$ cat src/sv/lru8_rank_state_update_macros.svh
// Assertion macros for the 8-way LRU rank update block.
// Pulled in by the RTL files that carry checks; no other dependencies.
`ifndef LRU8_RANK_STATE_UPDATE_MACROS_SVH
`define LRU8_RANK_STATE_UPDATE_MACROS_SVH
`ifndef SYNTHESIS
// Same-cycle implication, disabled while reset is asserted
`define LRU8_ASSERT_IMPL(name, clk, rst_n, ante, cons) \
    name: assert property (@(posedge clk) disable iff (!rst_n) (ante) |-> (cons)) \
        else $error("lru8 check failed");
// Next-cycle implication, disabled while reset is asserted
`define LRU8_ASSERT_NEXT(name, clk, rst_n, ante, cons) \
    name: assert property (@(posedge clk) disable iff (!rst_n) (ante) |=> (cons)) \
        else $error("lru8 check failed");
`else
`define LRU8_ASSERT_IMPL(name, clk, rst_n, ante, cons)
`define LRU8_ASSERT_NEXT(name, clk, rst_n, ante, cons)
`endif
`endif

$ cat src/sv/lru8_pkg.sv
// Shared types and constant tables for the 8-way LRU rank update block.
// No dependencies; used by lru8_rank_cell and lru8_rank_state_update.
package lru8_pkg;

    localparam int WAYS = 8;
    localparam logic [15:0] RANK_MAX = 16'd40319;

    // Lehmer digit weights, indexed by position in the decoded order
    localparam logic [7:0][15:0] WEIGHT = {
        16'd1, 16'd1, 16'd2, 16'd6, 16'd24, 16'd120, 16'd720, 16'd5040
    };

    // Weights used when re-encoding; the last position carries no weight
    localparam logic [7:0][15:0] NXT_WEIGHT = {
        16'd0, 16'd1, 16'd2, 16'd6, 16'd24, 16'd120, 16'd720, 16'd5040
    };

    typedef logic [7:0][7:0][15:0] t_step_tab;

    // Multiples k * WEIGHT[p] for k = 0..7, used as digit thresholds
    function automatic t_step_tab build_steps();
        t_step_tab tab;
        for (int p = 0; p < WAYS; p++) begin
            for (int k = 0; k < WAYS; k++) begin
                tab[p][k] = 16'(k * WEIGHT[p]);
            end
        end
        return tab;
    endfunction

    localparam t_step_tab STEP = build_steps();

    typedef struct packed {
        logic [15:0] order_rank;
        logic [2:0]  touched_way;
    } t_in;

    typedef struct packed {
        logic [15:0] next_rank;
        logic [2:0]  victim_way;
    } t_out;

    // Word handed from one cell to the next
    typedef struct packed {
        logic        valid;
        logic [15:0] rem;      // remainder of the incoming rank still to decode
        logic [7:0]  avail;    // ways not yet placed in the order
        logic [2:0]  touched;  // accessed way
        logic        seen;     // accessed way already met in the order
        logic [15:0] acc;      // partial rank of the updated order
        logic [2:0]  way;      // way placed by this cell
    } t_link;

endpackage

$ cat src/sv/lru8_rank_cell.sv
// One cell of the rank chain: decodes one Lehmer digit, places one way and
// adds its share to the new rank. Depends on lru8_pkg and the macros header.
`include "lru8_rank_state_update_macros.svh"

module lru8_rank_cell
    import lru8_pkg::*;
(
    input  logic        i_clk,
    input  logic        i_rst_n,
    input  logic [2:0]  i_pos,
    input  t_link       i_link,
    output logic        o_ready,
    output t_link       o_link,
    input  logic        i_ready
);

    t_link       r_link;
    t_link       n_link;
    logic [2:0]  digit;
    logic [2:0]  way;
    logic [3:0]  cnt;
    logic        found;
    logic [2:0]  adj;
    logic [2:0]  npos;
    logic [18:0] prod;
    logic        take;

    // Advance when the stage is empty or its word moves on
    assign o_ready = !r_link.valid || i_ready;
    assign take    = i_link.valid && o_ready;

    // Extract the digit by comparing against constant multiples of the weight
    always_comb begin
        digit = 3'd0;
        for (int k = 1; k < WAYS; k++) begin
            if (i_link.rem >= STEP[i_pos][k]) begin
                digit = 3'(k);
            end
        end
    end

    // Pick the digit-th free way in ascending order
    always_comb begin
        cnt   = 4'd0;
        way   = 3'd0;
        found = 1'b0;
        for (int w = 0; w < WAYS; w++) begin
            if (i_link.avail[w]) begin
                if (!found && cnt == {1'b0, digit}) begin
                    way   = 3'(w);
                    found = 1'b1;
                end
                cnt = cnt + 4'd1;
            end
        end
    end

    // Digit of this way in the updated order, and the position it lands on
    always_comb begin
        if (i_link.seen) begin
            adj  = digit;
            npos = i_pos;
        end else begin
            adj  = digit - {2'd0, (i_link.touched < way)};
            npos = i_pos + 3'd1;
        end
        prod = adj * NXT_WEIGHT[npos];
    end

    // Build the word for the next cell
    always_comb begin
        n_link         = i_link;
        n_link.rem     = i_link.rem - STEP[i_pos][digit];
        n_link.avail   = i_link.avail & ~(8'd1 << way);
        n_link.seen    = i_link.seen || (way == i_link.touched);
        n_link.way     = way;
        if (way != i_link.touched) begin
            n_link.acc = i_link.acc + prod[15:0];
        end
    end

    // Hold the stage register; only the valid bit is reset
    always_ff @(posedge i_clk) begin
        if (!i_rst_n) begin
            r_link.valid <= 1'b0;
        end else if (o_ready) begin
            r_link.valid <= i_link.valid;
        end
        if (take) begin
            r_link.rem     <= n_link.rem;
            r_link.avail   <= n_link.avail;
            r_link.touched <= n_link.touched;
            r_link.seen    <= n_link.seen;
            r_link.acc     <= n_link.acc;
            r_link.way     <= n_link.way;
        end
    end

    assign o_link = r_link;

    `LRU8_ASSERT_IMPL(a_free_count, i_clk, i_rst_n, r_link.valid, $countones(r_link.avail) == (4'd7 - {1'b0, i_pos}))
    `LRU8_ASSERT_IMPL(a_way_taken, i_clk, i_rst_n, r_link.valid, !r_link.avail[r_link.way])
    `LRU8_ASSERT_IMPL(a_rem_bound, i_clk, i_rst_n, r_link.valid, r_link.rem < WEIGHT[i_pos])
    `LRU8_ASSERT_NEXT(a_stall_hold, i_clk, i_rst_n, r_link.valid && !i_ready, r_link.valid)

endmodule

$ cat src/sv/lru8_rank_state_update.sv
// 8-way true-LRU rank update: an accepted input word passes the stage register
// of each cell to o_valid; one word accepted per cycle when the output drains.
// The rate is set by the chain of eight rank cells, one digit per cell, each
// with its own stage register; a stall holds the chain, collapsing bubbles.
// Reset (synchronous, active low) empties every stage; no other state exists.
module lru8_rank_state_update
    import lru8_pkg::*;
(
    input  logic i_clk,
    input  logic i_rst_n,
    input  logic i_valid,
    output logic o_ready,
    input  t_in  i_data,
    output logic o_valid,
    input  logic i_ready,
    output t_out o_data
);

    t_link       w_link [0:WAYS];
    logic        w_rdy  [0:WAYS];
    logic [15:0] rank_sat;
    logic [18:0] front;

    // Clamp out-of-range ranks, seed the new rank with the accessed way
    assign rank_sat = (i_data.order_rank > RANK_MAX) ? RANK_MAX : i_data.order_rank;
    assign front    = i_data.touched_way * WEIGHT[0];

    always_comb begin
        w_link[0].valid   = i_valid;
        w_link[0].rem     = rank_sat;
        w_link[0].avail   = 8'hFF;
        w_link[0].touched = i_data.touched_way;
        w_link[0].seen    = 1'b0;
        w_link[0].acc     = front[15:0];
        w_link[0].way     = 3'd0;
    end

    // Chain of cells, one per order position
    for (genvar g = 0; g < WAYS; g++) begin : g_cell
        lru8_rank_cell u_cell (
            .i_clk   (i_clk),
            .i_rst_n (i_rst_n),
            .i_pos   (3'(g)),
            .i_link  (w_link[g]),
            .o_ready (w_rdy[g]),
            .o_link  (w_link[g+1]),
            .i_ready (w_rdy[g+1])
        );
    end

    assign w_rdy[WAYS] = i_ready;
    assign o_ready     = w_rdy[0];

    // Last stage is the output register; its way is the old LRU way
    assign o_valid           = w_link[WAYS].valid;
    assign o_data.next_rank  = w_link[WAYS].acc;
    assign o_data.victim_way = w_link[WAYS].way;

endmodule
$ cat config.mk
export PLATFORM = sky130hd
export DESIGN_NAME = lru8_rank_state_update
export DESIGN_NICKNAME = d
export VERILOG_FILES = /design/src/sv/lru8_pkg.sv /design/src/sv/lru8_rank_cell.sv /design/src/sv/lru8_rank_state_update.sv
export VERILOG_INCLUDE_DIRS = /design/src /design/src/sv
export SDC_FILE = /design/constraint.sdc
export NUM_CORES = 1
export LEC_CHECK = 0
export BUFFER_PORTS_ARGS = -buffer_cell sky130_fd_sc_hd__clkbuf_2
export CORE_ASPECT_RATIO = 1.25
export CORE_MARGIN = 5
export CORE_UTILIZATION = 40
export DETAILED_ROUTE_END_ITERATION = 8
export SLEW_MARGIN = 20
export SYNTH_ARGS = -nofsm -noshare
export SYNTH_HDL_FRONTEND = slang
export SYNTH_SLANG_ARGS = --single-unit
$ cat constraint.sdc
create_clock -name i_clk -period 12.01 [get_ports i_clk]
set_input_delay 0 -clock i_clk [delete_from_list [all_inputs] [get_ports i_clk]]
set_output_delay 0 -clock i_clk [all_outputs]
set_load 0.02 [all_outputs]
==> flow_metrics.tcl, run 1 <==
set metrics [dict create \
    synth_ff_type "edfxtp_1" \
    topRoutingLayerUsed "met4" \
    r2r-end "g_cell[1].u_cell.o_link[18]$_DFFE_PP_" \
    p_leak_nw 11.35 \
    setup_tns_ns 0 \
    slew_violations 0 \
    min_path_type "in -> reg" \
    rsz0062_at_grt "false" \
    status "finished, final reports clean" \
    synth_common_cells "edfxtp_1, inv_1, ha_1" \
    yosysMostFrequentCell "edfxtp_1" \
    syn_nets 2847 \
    regToRegStartpoint "g_cell[0].u_cell.o_link[23]$_DFFE_PP_" \
    portBuffers 43 \
    synth_edf_count 315 \
    yosysTopAreaCell "edfxtp_1" \
    worstSkewPairLatency_ns 0.55 \
    syn_inst 2538 \
    cts_tree "done" \
    synth-seq-cells 323 \
    die_x_um 235 \
    wl_met2_um 27200 \
    finalHoldViolCount 0 \
    vias 17800 \
    syn_area_per_cell_um2 9.974 \
    post-route-period-util 0.7862 \
    synthesis.area_um2 25310 \
    synth_area_leaders "edfxtp_1, ha_1, xnor2_1, fa_1, xor2_1" \
    ys_warn_count 0 \
    synth_adder_area_share 0.1565 \
    synth_compound_area_frac 0.1262 \
    r2r_cells 42 \
    final_util 0.4450 \
    slowest_stage "fa_1" \
    synth-xor-area-share 0.1177 \
    dpl.hpwl_um 39650 \
    largest_reg_flops 323 \
    grt_pass1_vias 18270 \
    synthMuxAreaShare 0.01562 \
    cp_max_fo 8 \
    cts_resized 0 \
    routedWlPerCell_um 14.44 \
    dr_wl_met3_um 1323 \
    drc 0 \
    cts_setup_buffers 0 \
    area_delta_synth_final_pct 10.80 \
    cap_violations 0 \
    cts_buffers 41 \
    crit_path_end_kind "flip-flop" \
    cts.sinks 323 \
    cp_data_arrival_time_ns 9.74 \
    critPathKind "reg -> reg" \
    ir_drop_mv 0.1334 \
    setup_violations 0 \
    yosys.area_share.simple 0.1564 \
    diodes 0 \
    grt_pass1_wl_um 84170 \
    async_reset_ff_frac 0 \
    crit_path_start "g_cell[0].u_cell.o_link[23]$_DFFE_PP_" \
    grt_max_degree 45 \
    final_cells 3456 \
    dp_cells 3365 \
    htree_levels 2 \
    synth_cell_types 101 \
    timing.reg2reg.setup_slack_ns 2.57 \
    antenna_found_initial 0 \
    gp_congestion 0.8491 \
    wirelength_um 49910 \
    drive_gt1_frac 0.07836 \
    ios 44 \
    yosysSeqAreaShare 0.3800 \
    clock.fmax_mhz 105.9 \
    synth_top_family_by_area "adder cells" \
    start_util 0.4017 \
    grt_overflow 0 \
    clockRootBuffer "clkbuf_16" \
    yosys.area.top_type_share 0.3737 \
    drtIter0Drc 706 \
    nets 2893 \
    antenna_left 0 \
    tightestPinTransition_ns 0.9965 \
    clkSlewWorstSetupHoldPaths_ns 0.06 \
    place_area_um2 26450 \
    die_h_um 291.3 \
    die_area_um2 68440 \
    max-slew-margin-rel 0.3332 \
    crit_top_cell "ha_1" \
    clock_path_buffers 3 \
    whs_ns 0.04221 \
    finalClockSkew_ns 0.01362 \
    rows 103 \
    power_density_nw_per_um2 143.8 \
    critPathMaxStageDelay_ns 0.52 \
    core_region_area_um2 63020 \
    finalInstanceArea_um2 28050 \
    grt.total_usage 0.1435 \
    min_period_ns 9.442 \
    firstDrtPassIters 5 \
    required_ns 12.31 \
    viasPerCell 5.151 \
    crit_end "g_cell[1].u_cell.o_link[18]$_DFFE_PP_" \
    met1_length_um 19120 \
    start_kind "flip-flop" \
]
==> cell type report <==
| type | count | area [um^2] |
|---|---|---|
| repair buffers | 70 | 488.0 |
| inverters | 247 | 927.1 |
| well taps | 840 | 1051 |
| clock inverters | 24 | 266.5 |
| flip-flops and latches | 323 | 9619 |
| clock buffers | 51 | 1135 |
| fillers | 5921 | 34970 |
| multi-input cells | 1901 | 14560 |
==> cell usage in the layout, fill, tap and decap left out, types with 13 or more instances in the layout <==
cell,instances
a21boi_0,24
a21o_1,51
a21oi_1,134
and2_1,30
and3_1,27
clkbuf_16,42
clkbuf_2,43
dlygate4sd3_1,13
edfxtp_1,315
fa_1,47
ha_1,239
inv_1,246
mux2_2,20
mux2i_1,17
nand2_1,174
nand2b_1,40
nand3_1,82
nand4_1,27
nor2_1,161
nor2b_1,57
nor3_1,40
nor4_1,17
o211ai_1,17
o21a_1,27
o21ai_0,90
o21bai_1,18
o31ai_1,16
or2_2,20
or3_1,16
xnor2_1,215
xor2_1,107
==> worst max-delay path: cells and delay by family (launching register included) <==
family / cells / cell delay [ns]
AO/OA/AOI/OAI: 13 / 2.19
XOR/XNOR: 4 / 0.76
AND/OR/NAND/NOR: 8 / 1.21
buffers and inverters: 4 / 0.40
adder cells (fa/ha/maj): 12 / 3.82
multiplexers: 1 / 0.30
flip-flops: 1 / 0.50
==> layer usage <==
metal / vias up / global-route usage
met4: 0 / 0.06511
li1: 9094 / -
met3: 131 / 0.02161
met1: 8320 / 0.1455
met2: 257 / 0.2857
met5: - / 0
==> worst min path at each step <==
stage          startpoint                                  endpoint  slack (ns)  cells after the start
6_report       i_data[17]     g_cell[0].u_cell.o_link[31]$_DFFE_PP_        0.04                      3
4_1_cts        i_data[17]     g_cell[0].u_cell.o_link[31]$_DFFE_PP_      0.0006                      3
3_5_place_dp      i_valid  g_cell[0].u_cell.o_link[47]$_SDFFE_PN0N_        0.26                      3
5_1_grt        i_data[17]     g_cell[0].u_cell.o_link[31]$_DFFE_PP_        0.05                      3
3_3_place_gp      i_valid  g_cell[0].u_cell.o_link[47]$_SDFFE_PN0N_        0.25                      3
2_1_floorplan   i_data[0]     g_cell[0].u_cell.o_link[20]$_DFFE_PP_         0.1                      0
==> power breakdown <==
| group | total, mW | internal [mW] | switching [mW] |
|---|---|---|---|
| sequential | 1.49 | 1.41 | 0.0825 |
| combinational | 1.30 | 0.605 | 0.694 |
| clock | 1.25 | 0.763 | 0.483 |
==> cells by family (layout without fill, tap and decap cells) <==
kind of cell | count (synthesis) | after routing
flip-flops | 323 | 323
other | 1 | 1
AO/OA/AOI/OAI | 481 | 481
adder cells (fa/ha/maj) | 289 | 289
XOR/XNOR | 329 | 329
multiplexers | 37 | 37
AND/OR/NAND/NOR | 764 | 764
buffers and inverters | 314 | 392
==> what timing repair did <==
action                                  CTS  global route
endpoints found under the setup margin    0             0
hold endpoints to repair                 15             0
hold buffers                             13             0
==> stage by stage <==
stage / setup WS [ns] / power (mW)
floorplan: 3.429 / 2.563
global placement: 2.871 / 2.763
detailed placement: 2.596 / 2.811
CTS: 2.556 / 4.097
global route: 1.853 / 4.348
finish: 2.568 / 4.034
Power figures use the tool's default switching activity.
==> inputs of run 2 (changes only) <==
ABC_AREA = 1   (was not set)
clock period = 8.1 ns   (was 12.01 ns; I/O delays follow)
==> run 2 against run 1 <==
Fmax grew 21%; final cell count grew 24%; design area grew 9.3%; clock power grew 39%; critical path type unchanged; critical endpoint is now g_cell[1].u_cell.o_link[17]$_DFFE_PP_; largest cell class unchanged; largest power group is now combinational cells; highest routed layer unchanged.
==> flow_metrics.tcl, run 2 <==
set metrics [dict create \
    clock.fmax_mhz 127.7 \
    cap_violations 0 \
    synthMuxAreaShare 0.002555 \
    syn_nets 3531 \
    place_area_um2 28170 \
    p_int_mw 4.375 \
    post-route-period-util 0.9665 \
    yosysMostFrequentCell "nand2_1" \
    syn_area_per_cell_um2 8.209 \
    critPathMaxStageDelay_ns 0.54 \
    diodes 0 \
    firstDrtPassIters 5 \
    synth_area_leaders "edfxtp_1, ha_1, nand2_1, inv_1, xor2_1" \
    grt.total_usage 0.1481 \
    setup_violations 0 \
    hold_depth 4 \
    area_delta_synth_final_pct 15.92 \
    clkSlewWorstSetupHoldPaths_ns 0.06 \
    required_ns 8.39 \
    wirelength_um 53330 \
    clockRootBuffer "clkbuf_16" \
    drc 0 \
    viasPerCell 4.782 \
    crit_top_cell "inv_2" \
    yosys.area.top_type_share 0.3576 \
    synth_common_cells "nand2_1, inv_1, edfxtp_1" \
    portBuffers 43 \
    die_x_um 240.0 \
    synth_cell_types 69 \
    max-slew-margin-rel 0.4855 \
    switching_power_mw 2.228 \
    ios 44 \
    die_area_um2 71400 \
    synth-seq-cells 323 \
    finalInstanceArea_um2 30660 \
    pwr-share-comb 0.403 \
    grt_max_degree 45 \
    drive_gt1_frac 0.1475 \
    antenna_left 0 \
    mostFrequentLayoutCells "nand2_1, inv_1, edfxtp_1" \
    clock_path_buffers 3 \
    grt_pass1_vias 20420 \
    grt_overflow 0 \
    core_region_area_um2 65560 \
    worstSkewPairLatency_ns 0.56 \
    cts_buffers 39 \
    syn_inst 3222 \
    r2r_cells 51 \
    vias 20570 \
    rsz0062_at_grt "true" \
    rows 105 \
    cts.sinks 323 \
    die_h_um 297.5 \
    cp_max_fo 4 \
    start_util 0.4035 \
    cts_tree "done" \
    routedWlPerCell_um 12.40 \
    synth_adder_area_share 0.1486 \
    slew_violations 0 \
    power.share.clock 0.264 \
    power_density_nw_per_um2 215.4 \
    p_leak_nw 14.14 \
    min_path_type "in -> reg" \
    gp_congestion 0.8638 \
    p_seq_frac 0.334 \
    yosysSeqAreaShare 0.3637 \
    ir_drop_mv 0.1804 \
    swShare 0.3374 \
    finalClockSkew_ns 0.02297 \
    finalHoldViolCount 0 \
    synth_edf_count 315 \
    ys_warn_count 0 \
    crit_path_end_kind "flip-flop" \
    nets 3723 \
    yosys.area_share.simple 0.2462 \
    start_kind "flip-flop" \
    synthesis.area_um2 26450 \
    min_period_ns 7.829 \
    cp_data_arrival_time_ns 8.12 \
    drtIter0Drc 660 \
    htree_levels 2 \
    async_reset_ff_frac 0 \
    setup_tns_ns 0 \
    status "finished, final reports clean" \
    largest_reg_flops 323 \
    yosysTopAreaCell "edfxtp_1" \
    slowest_stage "fa_1" \
    synth_compound_area_frac 0.07678 \
    critPathKind "reg -> reg" \
    tightestPinTransition_ns 0.7659 \
    grt_pass1_wl_um 90880 \
    synth_ff_type "edfxtp_1" \
    antenna_found_initial 0 \
    layout_commonest_cell "nand2_1" \
    dpl.hpwl_um 42300 \
    synth_top_family_by_area "simple AND/OR/NAND/NOR gates" \
    synth-xor-area-share 0.08014 \
]
-- run 2: through the flow --
stage / setup WS [ns] / cells / util / power (mW) / hold WS, ns
CTS: 0.0006457 / 4279 / 0.4572 / 6.460 / 0.0007443
finish: 0.2712 / 4301 / 0.4677 / 6.603 / 0.05223
global route: -0.1812 / 4301 / 0.4677 / 7.142 / 0.05200
global placement: -0.1578 / 4163 / 0.4297 / 4.411 / 0.2613
floorplan: -0.02209 / 3222 / - / 3.936 / 0.09887
detailed placement: -0.2591 / 4163 / 0.4297 / 4.445 / 0.2643
-- run 2: power by group through the flow --
stage	Sequential, mW	Combinational (mW)	Clock, mW
finish	2.20	2.66	1.74
global route	2.22	3.04	1.88
CTS	2.20	2.46	1.80
detailed placement	2.24	2.21	0
global placement	2.24	2.18	0
floorplan	2.21	1.73	0
-- run 2: cells by family after synthesis --
group                    count (synthesis)
AND/OR/NAND/NOR                       1452
buffers and inverters                  570
AO/OA/AOI/OAI                          346
flip-flops                             323
adder cells (fa/ha/maj)                286
XOR/XNOR                               238
multiplexers                             6
other                                    1
-- run 2: timing repair --
action                                 in CTS  in global routing
gates resized for setup                    37                130
pin swaps                                  35                 96
endpoints found under the hold margin      17                  0
setup endpoints to repair                  10                 43
buffers inserted                           30                 25
hold buffers                               14                  0
-- run 2: final timing paths --
path	start	end	slack (ns)
min reg2reg	g_cell[2].u_cell.o_link[32]$_DFFE_PP_	g_cell[3].u_cell.o_link[32]$_DFFE_PP_	0.42
max reg2reg	g_cell[0].u_cell.o_link[23]$_DFFE_PP_	g_cell[1].u_cell.o_link[17]$_DFFE_PP_	0.27
max	g_cell[0].u_cell.o_link[23]$_DFFE_PP_	g_cell[1].u_cell.o_link[17]$_DFFE_PP_	0.27
min	i_data[7]	g_cell[0].u_cell.o_link[35]$_DFFE_PP_	0.05
-- run 2: per-layer routing --
layer,GRT usage,routed length (um),vias to the layer above,share of wire
met5,0,0,-,0
met4,0.04973,1767,0,0.033
met3,0.01984,1397,109,0.026
met2,0.2944,29130,237,0.55
met1,0.1571,21030,9231,0.39
li1,-,-,10990,-
-- run 2: final cells by class --
cell class / instances / area (um^2)
tap: 856 / 1071
timing repair buffer: 177 / 1309
multi-input combinational: 2329 / 15320
inverter: 544 / 2043
clock inverter: 25 / 245.2
sequential: 323 / 9619
fill: 6320 / 34900
clock buffer: 47 / 1047
-- run 2: critical path: cells and delay by family, from the launching register on --
family / cells / cell delay (ns)
fa+ha+maj: 11 / 3.16
compound gates: 8 / 0.95
xor+xnor: 1 / 0.07
buf+inv: 10 / 0.61
simple gates: 21 / 2.34
flops: 1 / 0.41
==> inputs of run 3 (changes only) <==
PLACE_DENSITY = 0.57   (was not set)
SLEW_MARGIN = 30   (was 20)
==> run 3 against run 2 <==
Combinational power is 4% lower; power down 0.74%; clock-buffer cell count decreased by 3; design area hardly changed; first-iteration DRC count rose by 1.4%; fmax up 1.6%; hold slack improved by 0.083 ns; highest routed layer unchanged.
==> flow_metrics.tcl, run 3 (same netlist as run 2, synthesis figures left out) <==
set metrics [dict create \
    cts.sinks 323 \
    required_ns 8.39 \
    crit_buf_inv 9 \
    drtIter0Drc 669 \
    clock_path_buffers 3 \
    met1_length_um 20780 \
    area_delta_synth_final_pct 16.03 \
    worstSkewPairLatency_ns 0.56 \
    start_kind "flip-flop" \
    crit_top_cell "nand2_2" \
    crit_path_end_kind "flip-flop" \
    cp_data_arrival_time_ns 8.00 \
    clock.fmax_mhz 129.7 \
    final_cells 4298 \
    ir_drop_mv 0.1867 \
    die_x_um 240.0 \
    setup_violations 0 \
    diodes 0 \
    largest_reg_flops 323 \
    die_area_um2 71400 \
    routedWlPerCell_um 12.45 \
    viasPerCell 4.776 \
    grt_pass1_vias 20310 \
    die_h_um 297.5 \
    firstDrtPassIters 5 \
    dp_cells 4172 \
    finalClockSkew_ns 0.03171 \
    gp_congestion 0.8725 \
    clkSlewWorstSetupHoldPaths_ns 0.06 \
    fill_cells 6358 \
    power_density_nw_per_um2 213.5 \
    fin_ws_ns 0.3916 \
    max-slew-margin-rel 0.5218 \
    grt_max_degree 45 \
    min_period_ns 7.708 \
    rows 105 \
    cts_tree "done" \
    mostFrequentLayoutCells "nand2_1, inv_1, edfxtp_1" \
    vias 20530 \
    grt.total_usage 0.1485 \
    drive_gt1_frac 0.1461 \
    grt_pass1_wl_um 90500 \
    finalHoldViolCount 0 \
    grt_overflow 0 \
    multi_input_area_um2 15310 \
    min_path_type "in -> reg" \
    status "finished, final reports clean" \
    cts_buffers 40 \
    cap_violations 0 \
    topRoutingLayerUsed "met4" \
    wl_met2_um 29590 \
    critPathMaxStageDelay_ns 0.49 \
    dpl.hpwl_um 42870 \
    setup_tns_ns 0 \
    portBuffers 43 \
    antenna_left 0 \
    critPathKind "reg -> reg" \
    antenna_found_initial 0 \
    post-route-period-util 0.9516 \
    layout_commonest_cell "nand2_1" \
    whs_ns 0.1354 \
    htree_levels 2 \
    core_region_area_um2 65560 \
    slew_violations 0 \
    critical-path-top-delay-family "adder cells" \
    slowest_stage "fa_1" \
    cp_max_fo 3 \
    drc 0 \
    start_util 0.4035 \
    wirelength_um 53530 \
    clockRootBuffer "clkbuf_16" \
    final_util 0.4681 \
    p_leak_nw 14.15 \
    ios 44 \
    nets 3720 \
    seqCellArea_um2 9619 \
    tightestPinTransition_ns 0.7118 \
    place_ws_ns -0.1845 \
    dr_wl_met3_um 1364 \
]
==> run 3: changes by cell type in the layout (fill, tap and decap cells not counted), moves of 3 or more <==
cell | before | now
o21ai_0 | 93 | 96
inv_2 | 39 | 33
clkinv_4 | 2 | 6
clkinv_1 | 9 | 4
buf_4 | 113 | 109
o21ai_1 | 19 | 16
inv_1 | 501 | 507
buf_12 | 3 | 0
buf_16 | 0 | 3
clkinvlp_4 | 2 | 7
clkbuf_1 | 5 | 2
==> run 3: worst register-to-register path: cells and delay by family, from the launching register on <==
| kind | cells | cell delay, ns |
|---|---|---|
| AND/OR/NAND/NOR | 22 | 2.15 |
| adder cells (fa/ha/maj) | 11 | 3.04 |
| XOR/XNOR | 2 | 0.23 |
| AO/OA/AOI/OAI | 6 | 0.94 |
| flip-flops | 1 | 0.43 |
| buffers and inverters | 9 | 0.64 |
==> run 3: worst paths after layout <==
check | start | end | slack [ns] | cells after the start
setup / recovery | g_cell[1].u_cell.o_link[24]$_DFFE_PP_ | g_cell[2].u_cell.o_link[18]$_DFFE_PP_ | 0.39 | 50
hold / removal | i_data[9] | g_cell[0].u_cell.o_link[37]$_DFFE_PP_ | 0.14 | 5
setup reg to reg | g_cell[1].u_cell.o_link[24]$_DFFE_PP_ | g_cell[2].u_cell.o_link[18]$_DFFE_PP_ | 0.39 | 50
hold reg to reg | g_cell[1].u_cell.o_link[32]$_DFFE_PP_ | g_cell[2].u_cell.o_link[32]$_DFFE_PP_ | 0.42 | 0
==> run 3: layout make-up <==
class,instances,share of cell area
Clock buffer,44,0.03376
Clock inverter,29,0.01007
Inverter,544,0.06658
Multi-Input combinational cell,2329,0.4989
Sequential cell,323,0.3135
Tap cell,856,0.03490
Timing Repair Buffer,173,0.04236
==> run 3: power by group <==
part / internal (mW) / switching, mW / total, mW
combinational: 1.17 / 1.38 / 2.56
sequential: 2.10 / 0.100 / 2.20
clock: 1.07 / 0.727 / 1.79
total: 4.34 / 2.21 / 6.55
==> run 3: timing repair <==
item	4_1_cts	5_1_grt
hold buffers	15	0
pin swaps	23	70
hold endpoints to repair	34	0
resized for setup	31	120
setup buffers	19	22
endpoints found under the setup margin	7	45
==> run 3: per-stage QoR <==
stage / instance area (um^2) / total power [mW]
floorplan: 26470 / 3.936
global placement: 28220 / 4.447
detailed placement: 28300 / 4.482
CTS: 30060 / 6.447
global route: 30690 / 7.083
finish: 30690 / 6.553
==> run 3: layer usage <==
layer  up-vias  track usage
met5         -            0
met4         0      0.05230
met3       114      0.02022
met2       222       0.2978
met1      9215       0.1540
li1      10980            -
